==> config.mk <==
export PLATFORM = sky130hd
export DESIGN_NAME = whhr_rgb
export DESIGN_NICKNAME = d
export VERILOG_FILES = /design/src/rtl/whhr_pkg.sv /design/src/rtl/whhr_rgb.sv
export SDC_FILE = /design/constraint.sdc
export NUM_CORES = 1
export LEC_CHECK = 0
export BUFFER_PORTS_ARGS = -buffer_cell sky130_fd_sc_hd__buf_2
export CAP_MARGIN = 20
export CORE_UTILIZATION = 45
export DETAILED_ROUTE_END_ITERATION = 8
export PLACE_DENSITY_LB_ADDON = 0.25
export SETUP_SLACK_MARGIN = 0.3
export SLEW_MARGIN = 40
export SYNTH_ARGS = -nofsm -noshare
export SYNTH_HDL_FRONTEND = slang
export SYNTH_SLANG_ARGS = --single-unit
==> constraint.sdc <==
create_clock -name clk -period 10.3 [get_ports clk]
set_clock_uncertainty 0.1 [all_clocks]
set_input_delay 2.06 -clock clk [delete_from_list [all_inputs] [get_ports clk]]
set_output_delay 2.06 -clock clk [all_outputs]
set_load 0.02 [all_outputs]
==> src/rtl/whhr_pkg.sv <==
`timescale 1ns / 1ps
// ----------------------------------------------------------------------------
// whhr_pkg: shared constants of the weight heat-map HSV to RGB core.
// Register indexes and hue sector codes used by the core and its stages.
// ----------------------------------------------------------------------------
package whhr_pkg;

  // Configuration register map.
  localparam int CFG_IDX_W = 1;
  localparam logic [CFG_IDX_W-1:0] REG_SATURATION = 1'b0;
  localparam logic [CFG_IDX_W-1:0] REG_BRIGHTNESS = 1'b1;

  // Hue sectors. The hue never reaches 240 degrees, so two bits cover
  // every sector that can occur.
  localparam int SECTOR_W = 2;
  localparam logic [SECTOR_W-1:0] SECTOR_RED_YELLOW  = 2'd0;
  localparam logic [SECTOR_W-1:0] SECTOR_YELLOW_GREEN = 2'd1;
  localparam logic [SECTOR_W-1:0] SECTOR_GREEN_CYAN  = 2'd2;
  localparam logic [SECTOR_W-1:0] SECTOR_CYAN_BLUE   = 2'd3;

endpackage

==> src/rtl/whhr_rgb.sv <==
`timescale 1ns / 1ps
// ----------------------------------------------------------------------------
// whhr_rgb: RGB back end.
// Two register stages: the X product, then sector permutation, offset add
// and saturation into the output register.
// ----------------------------------------------------------------------------
module whhr_rgb #(
  parameter int FRAC_BITS = 16
) (
  input  logic                          clk,
  input  logic                          rst,
  input  logic                          in_valid,
  output logic                          in_ready,
  input  logic [whhr_pkg::SECTOR_W-1:0] sector,
  input  logic [FRAC_BITS:0]            factor,
  input  logic [FRAC_BITS:0]            chroma,
  input  logic [FRAC_BITS:0]            offset,
  output logic                          out_valid,
  input  logic                          out_ready,
  output logic [FRAC_BITS:0]            red,
  output logic [FRAC_BITS:0]            green,
  output logic [FRAC_BITS:0]            blue
);
  import whhr_pkg::*;

  localparam int F = FRAC_BITS;
  localparam logic [F:0] ONE = (F+1)'(1) << F;

  logic                 v4, v5;
  logic [SECTOR_W-1:0]  sec4;
  logic [F:0]           x4, c4, m4;
  logic                 rdy4, rdy5;

  logic [2*F+1:0] x_prod;
  logic [F:0]     r_raw, g_raw, b_raw;
  logic [F+1:0]   r_sum, g_sum, b_sum;

  assign rdy5      = !v5 || out_ready;
  assign rdy4      = !v4 || rdy5;
  assign in_ready  = rdy4;
  assign out_valid = v5;

  assign x_prod = (2*F+2)'(chroma) * (2*F+2)'(factor);

  always_comb begin
    r_raw = '0;
    g_raw = '0;
    b_raw = '0;
    case (sec4)
      SECTOR_RED_YELLOW: begin
        r_raw = c4;
        g_raw = x4;
      end
      SECTOR_YELLOW_GREEN: begin
        r_raw = x4;
        g_raw = c4;
      end
      SECTOR_GREEN_CYAN: begin
        g_raw = c4;
        b_raw = x4;
      end
      SECTOR_CYAN_BLUE: begin
        g_raw = x4;
        b_raw = c4;
      end
      default: begin
        r_raw = '0;
      end
    endcase
    r_sum = (F+2)'(r_raw) + (F+2)'(m4);
    g_sum = (F+2)'(g_raw) + (F+2)'(m4);
    b_sum = (F+2)'(b_raw) + (F+2)'(m4);
  end

  always_ff @(posedge clk) begin
    if (rst) begin
      v4 <= 1'b0;
      v5 <= 1'b0;
    end else begin
      if (rdy4) v4 <= in_valid;
      if (rdy5) v5 <= v4;
    end
  end

  always_ff @(posedge clk) begin
    if (in_valid && rdy4) begin
      sec4 <= sector;
      x4   <= x_prod[2*F:F];
      c4   <= chroma;
      m4   <= offset;
    end
    if (v4 && rdy5) begin
      red   <= (r_sum > (F+2)'(ONE)) ? ONE : r_sum[F:0];
      green <= (g_sum > (F+2)'(ONE)) ? ONE : g_sum[F:0];
      blue  <= (b_sum > (F+2)'(ONE)) ? ONE : b_sum[F:0];
    end
  end

endmodule

==> impl_metrics.json, run 1 <==
{
  "num_rows": 67,
  "place.port_buffers": 109,
  "cp_cell_sequence": "buf_2 > nand2_1 > fa_1 > fa_1 > fa_1 > inv_1 > fa_1 > fa_1 > inv_1 > fa_1 > inv_1 > ha_1 > a21o_1 > a31o_1 > a2111oi_4 > a211oi_2 > or2_1 > a21oi_2 > o21ai_1 > and3_1",
  "syn_nets": 2044,
  "dr_total_vias": 11300,
  "wl_met2_mm": 16.9,
  "hold_slack_ns": 0.429,
  "power.switching_mw": 2.43,
  "grt_max_degree": 54,
  "core_sq_um": 33700,
  "met1Wirelength_mm": 17.3,
  "grt_use_total": 0.217,
  "post-cts-setup-buffer-count": 0,
  "die_h_microns": 187,
  "fin_crit_sh": 0.755,
  "htree_levels": 3,
  "path_clk_slew_ns": 0.07,
  "avgSynthCellArea_sq_um": 9.64,
  "seqPwrFrac": 0.155,
  "antenna_cells": 0,
  "worst_pin_slew_ns": 0.789,
  "synthCells": 1606,
  "wl_met3_mm": 1.85,
  "startpoint_type": "input port",
  "synthFlopType": "edfxtp_1",
  "worstSetupEndpointType": "flop",
  "slew_viol_final": 0,
  "path_class": "input port to flop",
  "power.density_nw_per_um2": 298,
  "grt_pass1_vias": 11500,
  "drive_gt1_frac": 0.102,
  "fin_crit_ns": 7.77,
  "clockBufferDepth": 2,
  "dpl.hpwl_mm": 29.0,
  "drt_iter0_drc": 661,
  "p_leak_nw": 8.02,
  "slowest_delay_ns": 0.55,
  "switching_share": 0.487,
  "ant_nets": 0,
  "gp_routability_congestion": 0.887,
  "setup_viol": 0,
  "p_int_mw": 2.56,
  "final_core_util": 0.496,
  "root_buffer": "clkbuf_16",
  "drcViolationCount": 0,
  "seq_area_frac_synth": 0.204,
  "yosysWarningCount": 0,
  "totalWireLength_mm": 36.9,
  "final_nets": 2115,
  "tns_ns": 0,
  "worstPathArrival_ns": 7.79,
  "layout_commonest_cell": "inv_1",
  "cts-resized-gates": 0,
  "max_cap_violations": 0,
  "pwr-share-comb": 0.774,
  "most-common-layout-cells": "inv_1, fa_1, nand2_1, ha_1, and2_1",
  "status": "finished clean",
  "postCtsHoldBufs": 0,
  "cpMaxStageDelayCell": "fa_1",
  "yosys_register_bits": 106,
  "clk-insertion-delay-late_ns": 0.36,
  "routedWlPerCell_microns": 17.3,
  "die_area_sq_um": 35100,
  "async_flop_share": 0,
  "gr-total-overflow": 0,
  "cts_tree": "done",
  "initial_core_util": 0.459,
  "dieWidth_microns": 187,
  "netlist_area_sq_um": 15500,
  "clock-sinks": 106,
  "ioPinCount": 110,
  "critPathMaxFanout": 18,
  "numCtsBuffers": 9,
  "synth_edf_count": 104,
  "synthToLayoutAreaGrowth_pct": 7.93,
  "path_common_cell": "fa_1",
  "drt_pass1_iterations": 5,
  "required_ns": 10.32,
  "hp-class": "flop to flop",
  "ir_drop_v": 0.000227,
  "clock_power_share": 0.071,
  "grt_pass1_wl_mm": 60.3,
  "yosysUniqueCellTypes": 71,
  "finalHoldViolations": 0,
  "routed_via_density": 5.30,
  "antenna_found_initial": 0,
  "slew_headroom": 0.474,
  "rsz0062_at_grt": "false",
  "fmax_ghz": 0.129,
  "routed.top_layer": "met4"
}
==> synthesized netlist by cell type (5+ instances only) <==
library cell / instances / area, sq um
inv_1: 298 / 1120
fa_1: 224 / 4480
nand2_1: 187 / 702
ha_1: 157 / 1960
and2_1: 125 / 782
edfxtp_1: 104 / 3120
nor2_1: 80 / 300
a21oi_1: 49 / 245
clkbuf_1: 47 / 176
o21ai_0: 40 / 200
a22o_1: 33 / 289
xnor2_1: 29 / 254
a21o_1: 24 / 180
xor2_1: 20 / 175
mux2_2: 19 / 214
and3_1: 15 / 93.8
nor3_1: 14 / 70.1
nand4_1: 9 / 56.3
a211oi_1: 8 / 60.1
o21a_1: 8 / 60.1
nand2b_1: 7 / 43.8
nand3_1: 7 / 35.0
nor2b_1: 7 / 43.8
o211ai_1: 6 / 45.0
o21ai_1: 5 / 25.0
o21bai_1: 5 / 37.5
==> cell type report <==
cell class / instances / area [sq um]
fillers: 3221 / 17000
inverters: 298 / 1120
clock buffers: 9 / 225
repair buffers: 112 / 568
multi-input cells: 1150 / 11000
flip-flops and latches: 106 / 3160
well taps: 448 / 561
clock inverters: 7 / 76.3
==> state kept, by name, indices dropped and copies added, names as in the netlist <==
name and count:
out_valid 1, c4 17, blue 17, green 17, red 17, v4 1
m4 17, sec4 2, x4 17
==> logic make-up after synthesis <==
logic type               count (synthesis)  synth area share
buffers and inverters                  350            0.0859
AO/OA/AOI/OAI                          223             0.101
flip-flops                             106             0.204
XOR/XNOR                                49            0.0277
adder cells (fa/ha/maj)                381             0.417
AND/OR/NAND/NOR                        476             0.149
multiplexers                            21            0.0154
==> per-stage QoR <==
step	total power, mW	setup slack (ns)	cells	area (sq um)
2_1_floorplan	3.74	2.59	1606	15500
3_3_place_gp	4.53	2.23	2114	16400
3_5_place_dp	4.59	2.16	2114	16400
4_1_cts	4.98	2.52	2130	16700
5_1_grt	5.56	2.25	2130	16700
6_report	4.99	2.53	2130	16700
==> per-layer routing <==
| metal | vias up | track usage |
|---|---|---|
| met4 | 0 | 0.0566 |
| met1 | 5612 | 0.309 |
| met3 | 41 | 0.0227 |
| met2 | 310 | 0.355 |
| li1 | 5334 | - |
| met5 | - | 0 |
==> worst paths after layout <==
kind	from	to	slack (ns)	depth (start not counted)
setup / recovery	chroma[10]	x4[14]$_DFFE_PP_	2.53	20
hold / removal	v4$_SDFFE_PP0N_	out_valid$_SDFFE_PP0P_	0.43	2
hold reg to reg	v4$_SDFFE_PP0N_	out_valid$_SDFFE_PP0P_	0.43	2
setup reg to reg	sec4[0]$_DFFE_PP_	green[4]$_SDFFCE_PN0P_	5.55	13
==> critical path: cells and delay by family <==
family | cells | cell delay [ns]
adder cells (fa/ha/maj) | 7 | 3.32
AO/OA/AOI/OAI | 6 | 1.30
AND/OR/NAND/NOR | 3 | 0.62
buffers and inverters | 4 | 0.50
==> power by group through the flow <==
| stage | Sequential [mW] | Clock (mW) | Combinational, mW |
|---|---|---|---|
| after floorplan | 0.801 | 0 | 2.94 |
| after global placement | 0.780 | 0 | 3.75 |
| after detailed placement | 0.783 | 0 | 3.81 |
| after CTS | 0.774 | 0.362 | 3.85 |
| after global routing | 0.782 | 0.374 | 4.40 |
| final | 0.774 | 0.354 | 3.86 |
Power figures use the tool's default switching activity.
==> inputs of run 2 (changes only) <==
ABC_AREA = 1   (was not set)
clock period = 7 ns   (was 10.3 ns; I/O delays follow)
==> impl_metrics.json, run 2 <==
{
  "slew_viol_final": 0,
  "die_area_sq_um": 39200,
  "grt_max_degree": 54,
  "num_rows": 71,
  "finalHoldViolations": 0,
  "hold_slack_ns": 0.427,
  "routed_via_density": 5.01,
  "grt_pass1_vias": 14800,
  "clock-sinks": 106,
  "yosys_register_bits": 106,
  "startpoint_type": "input port",
  "die_h_microns": 198,
  "totalWireLength_mm": 44.7,
  "worstPathArrival_ns": 6.48,
  "antenna_found_initial": 1,
  "switching_share": 0.555,
  "synth_common_cells": "nand2_1, inv_1, fa_1",
  "clockBufferDepth": 2,
  "synthCells": 2308,
  "async_flop_share": 0,
  "slew_headroom": 0.514,
  "drt_iter0_drc": 913,
  "rr_worst_depth": 17,
  "root_buffer": "clkbuf_16",
  "seqPwrFrac": 0.125,
  "clock_power_share": 0.054,
  "crit_start": "chroma[6]",
  "grt_use_total": 0.242,
  "layout_commonest_cell": "nand2_1",
  "yosysWarningCount": 0,
  "synth_top_area_share": 0.259,
  "r2r_setup_slack_ns": 3.02,
  "drt_pass1_iterations": 5,
  "postCtsHoldBufs": 0,
  "htree_levels": 3,
  "r2r-start": "sec4[0]$_DFFE_PP_",
  "power.switching_mw": 4.99,
  "worstSetupEndpointType": "flop",
  "fin_crit_ns": 6.49,
  "drcViolationCount": 0,
  "dpl.hpwl_mm": 38.7,
  "worst_pin_slew_ns": 0.729,
  "max_cap_violations": 0,
  "rsz0062_at_grt": "true",
  "place.port_buffers": 109,
  "status": "finished clean",
  "ir_drop_v": 0.000444,
  "worstReg2RegEnd": "red[6]$_SDFFCE_PN0P_",
  "netlist_area_sq_um": 17300,
  "path_clk_slew_ns": 0.07,
  "critPathMaxFanout": 8,
  "post-cts-setup-buffer-count": 0,
  "synth_edf_count": 104,
  "whs_path_depth": 2,
  "fmax_ghz": 0.154,
  "initial_core_util": 0.458,
  "final_core_util": 0.497,
  "yosysUniqueCellTypes": 37,
  "hp-class": "flop to flop",
  "routedWlPerCell_microns": 15.4,
  "grt_pass1_wl_mm": 74.8,
  "synthToLayoutAreaGrowth_pct": 8.57,
  "synthFlopType": "edfxtp_1",
  "yosysTopAreaCell": "fa_1",
  "fin_crit_sh": 0.927,
  "p_int_mw": 4.01,
  "clk-insertion-delay-late_ns": 0.36,
  "cts-resized-gates": 0,
  "power.density_nw_per_um2": 479,
  "gr-total-overflow": 0,
  "ant_nets": 0,
  "gp_routability_congestion": 0.914,
  "path_class": "input port to flop",
  "yosysMostFrequentCell": "nand2_1",
  "dieWidth_microns": 198,
  "required_ns": 6.99,
  "drive_gt1_frac": 0.0778,
  "core_sq_um": 37800,
  "most-common-layout-cells": "nand2_1, inv_1, fa_1, ha_1, edfxtp_1",
  "seq_area_frac_synth": 0.183,
  "final_nets": 2823,
  "syn_nets": 2746,
  "pwr-share-comb": 0.821,
  "numCtsBuffers": 9,
  "min_from": "out_valid$_SDFFE_PP0P_",
  "min_to": "out_valid$_SDFFE_PP0P_",
  "ioPinCount": 110,
  "synthTopCellsByArea": "fa_1, edfxtp_1, nand2_1",
  "avgSynthCellArea_sq_um": 7.49,
  "p_leak_nw": 10.7,
  "dr_total_vias": 14500,
  "setup_viol": 0,
  "cts_tree": "done"
}
run 2: stage by stage:
| stage | power, mW | setup TNS [ns] | setup slack [ns] | instance area (sq um) | cells |
|---|---|---|---|---|---|
| 4_1_cts | 9.01 | 0 | 0.318 | 18700 | 2901 |
| 3_3_place_gp | 8.45 | 0 | 0.00464 | 18500 | 2885 |
| 6_report | 9.00 | 0 | 0.509 | 18800 | 2903 |
| 2_1_floorplan | 6.43 | 0 | 0.329 | 17300 | 2308 |
| 3_5_place_dp | 8.49 | -0.0562 | -0.0562 | 18500 | 2885 |
| 5_1_grt | 10.2 | 0 | 0.284 | 18800 | 2902 |
run 2: kinds of logic after synthesis:
kind of cell,count (synthesis),synth area share
and+or+nand+nor,877,0.206
buffers and inverters,706,0.155
adders and majority gates,381,0.373
AOI/OAI and AO/OA,208,0.0681
DFF,106,0.183
xor gates and xnor gates,30,0.0152
run 2: worst max path at each step:
stage                                  end  slack [ns]  cells past startpoint
after global placement    x4[10]$_DFFE_PP_       0.005                     21
after floorplan           x4[10]$_DFFE_PP_        0.33                     21
after CTS                 x4[10]$_DFFE_PP_        0.32                     21
after global routing      x4[10]$_DFFE_PP_        0.28                     21
after detailed placement  x4[10]$_DFFE_PP_       -0.06                     21
final                     x4[10]$_DFFE_PP_        0.51                     21
run 2: layout make-up:
cell class                 count  area [sq um]
sequential                   106          3160
clock buffer                   9           225
clock inverter                 7          52.6
inverter                     626          2350
fill                        3811         19000
tap                          511           639
antenna                        2          5.00
multi-input combinational   1496         11500
timing repair buffer         146           858
run 2: per-layer routing:
metal | part of all wire | vias to the layer above | track usage
li1 | - | 7078 | -
met1 | 0.45 | 7013 | 0.329
met2 | 0.48 | 391 | 0.419
met3 | 0.050 | 53 | 0.0201
met4 | 0.019 | 0 | 0.0574
met5 | 0 | - | 0
run 2: worst max-delay path, cell delays in order:
cell,delay [ns]
clkbuf_4,0.20
buf_4,0.21
nand2_1,0.07
inv_1,0.05
fa_1,0.48
inv_1,0.05
fa_1,0.47
fa_1,0.54
inv_1,0.06
fa_1,0.49
fa_1,0.49
inv_1,0.05
fa_1,0.50
inv_1,0.05
ha_1,0.30
a21oi_1,0.20
o21ai_1,0.16
a21oi_1,0.14
a21boi_1,0.25
o21ai_0,0.17
xor2_1,0.18
run 2: power by group through the flow:
stage               registers, mW  logic (mW)  clock network [mW]
floorplan                    1.18        5.25                   0
global placement             1.14        7.31                   0
detailed placement           1.14        7.34                   0
CTS                          1.13        7.39               0.495
global route                 1.14        8.50               0.511
finish                       1.13        7.39               0.483
==> inputs of run 3 (changes only) <==
PLACE_DENSITY = 0.71   (was not set)
PLACE_DENSITY_LB_ADDON = not set   (was 0.25)
==> impl_metrics.json, run 3 (synthesis results as in run 2) <==
{
  "status": "finished clean",
  "p_int_mw": 3.99,
  "setup_viol": 0,
  "root_buffer": "clkbuf_16",
  "post-cts-setup-buffer-count": 0,
  "drt_iter0_drc": 874,
  "rsz0062_at_grt": "false",
  "endpoint": "x4[5]$_DFFE_PP_",
  "ioPinCount": 110,
  "routed_via_density": 5.01,
  "critPathMaxFanout": 10,
  "fin_area_sq_um": 18800,
  "grt_pass1_vias": 14800,
  "drive_gt1_frac": 0.0787,
  "max_cap_violations": 0,
  "dpl.hpwl_mm": 38.4,
  "seqPwrFrac": 0.126,
  "grt_pass1_wl_mm": 72.8,
  "core_sq_um": 37800,
  "grt_use_total": 0.237,
  "rr_worst_depth": 18,
  "fmax_ghz": 0.155,
  "antenna_cells": 0,
  "drcViolationCount": 0,
  "required_ns": 7.01,
  "postCtsHoldBufs": 0,
  "routedWlPerCell_microns": 15.3,
  "most-common-layout-cells": "nand2_1, inv_1, fa_1, ha_1, buf_2",
  "pwr-share-comb": 0.814,
  "antenna_found_initial": 0,
  "startpoint_type": "input port",
  "fin_crit_ns": 6.44,
  "ant_nets": 0,
  "gr-total-overflow": 0,
  "die_h_microns": 198,
  "slew_viol_final": 0,
  "worst_pin_slew_ns": 0.736,
  "power.switching_mw": 4.94,
  "worstReg2RegEnd": "red[5]$_SDFFCE_PN0P_",
  "p_leak_nw": 10.8,
  "hp-class": "flop to flop",
  "initial_core_util": 0.458,
  "worstSetupEndpointType": "flop",
  "place_area_sq_um": 18400,
  "slew_headroom": 0.509,
  "path_clk_slew_ns": 0.08,
  "whs_path_depth": 2,
  "r2r-start": "sec4[0]$_DFFE_PP_",
  "die_area_sq_um": 39200,
  "worstPathArrival_ns": 6.45,
  "fin_crit_sh": 0.920,
  "clock_power_share": 0.060,
  "layout_commonest_cell": "nand2_1",
  "dr_total_vias": 14500,
  "numCtsBuffers": 9,
  "switching_share": 0.553,
  "num_rows": 71,
  "synthToLayoutAreaGrowth_pct": 8.65,
  "power.density_nw_per_um2": 475,
  "clockBufferDepth": 2,
  "cts_tree": "done",
  "clk-insertion-delay-late_ns": 0.36,
  "ir_drop_v": 0.000412,
  "crit_start": "chroma[7]",
  "finalHoldViolations": 0,
  "path_class": "input port to flop",
  "grt_max_degree": 54,
  "final_core_util": 0.498,
  "clock-sinks": 106,
  "final_nets": 2823,
  "place.port_buffers": 109,
  "drt_pass1_iterations": 7,
  "totalWireLength_mm": 44.4,
  "htree_levels": 3,
  "r2r_setup_slack_ns": 2.93,
  "gp_routability_congestion": 0.915,
  "dieWidth_microns": 198,
  "hold_slack_ns": 0.442
}
-- run 3: changes by cell type in the layout (fill, tap and decap cells not counted), sizes merged --
cell / previous run / this run
diode: 2 / 0
clkinvlp: 3 / 0
bufinv: 0 / 1
inv: 624 / 627
clkbuf: 18 / 13
buf: 137 / 142
clkinv: 6 / 5
-- run 3: worst min path at each step --
stage / startpoint / to / slack [ns]
after CTS: v4$_SDFFE_PP0N_ / v4$_SDFFE_PP0N_ / 0.44
after floorplan: v4$_SDFFE_PP0N_ / out_valid$_SDFFE_PP0P_ / 0.34
after detailed placement: v4$_SDFFE_PP0N_ / v4$_SDFFE_PP0N_ / 0.43
after global routing: out_valid$_SDFFE_PP0P_ / out_valid$_SDFFE_PP0P_ / 0.48
after global placement: out_valid$_SDFFE_PP0P_ / out_valid$_SDFFE_PP0P_ / 0.40
final: v4$_SDFFE_PP0N_ / v4$_SDFFE_PP0N_ / 0.44
-- run 3: per-stage QoR --
stage	instances	setup WS [ns]	power (mW)	TNS, ns
after CTS	2901	0.364	8.88	0
final	2901	0.558	8.93	0
after detailed placement	2885	-0.0285	8.32	-0.0437
after global routing	2901	0.300	10.1	0
after global placement	2885	-0.0246	8.29	-0.0320
after floorplan	2308	0.329	6.43	0
-- run 3: power groups by stage --
stage | sequential (mW) | combinational, mW | clock [mW]
after floorplan | 1.18 | 5.25 | 0
after global placement | 1.14 | 7.16 | 0
after detailed placement | 1.14 | 7.18 | 0
after CTS | 1.12 | 7.22 | 0.539
after global routing | 1.13 | 8.39 | 0.562
final | 1.12 | 7.27 | 0.533
-- run 3: critical path: stages --
cell	delay, ns
buf_2	0.18
buf_4	0.21
nand2_1	0.08
inv_1	0.06
fa_1	0.52
inv_1	0.05
fa_1	0.48
fa_1	0.51
fa_1	0.55
inv_1	0.05
fa_1	0.47
inv_1	0.05
fa_1	0.47
inv_1	0.06
ha_4	0.29
nand2_1	0.11
nor2_1	0.15
o21ai_0	0.09
o21bai_1	0.15
nand2_1	0.09
nand2_1	0.05
nand2_1	0.11
a21oi_2	0.08
xnor2_1	0.17
-- run 3: layout make-up --
type / count / area, sq um
multi-input cells: 1496 / 11500
repair buffers: 146 / 837
clock buffers: 9 / 225
flip-flops and latches: 106 / 3160
well taps: 511 / 639
fillers: 3664 / 19000
inverters: 626 / 2350
clock inverters: 7 / 81.3
-- run 3: metal layers --
metal / routed length (microns) / up-vias / track usage
li1: - / 7085 / -
met1: 19100 / 6912 / 0.297
met2: 21800 / 459 / 0.425
met3: 2340 / 83 / 0.0293
met4: 1180 / 0 / 0.0721
met5: 0 / - / 0
-- run 3: timing repair --
item	4_1_cts	5_1_grt
hold endpoints to repair	0	0
gates resized for setup	0	14
setup endpoints to repair	0	7
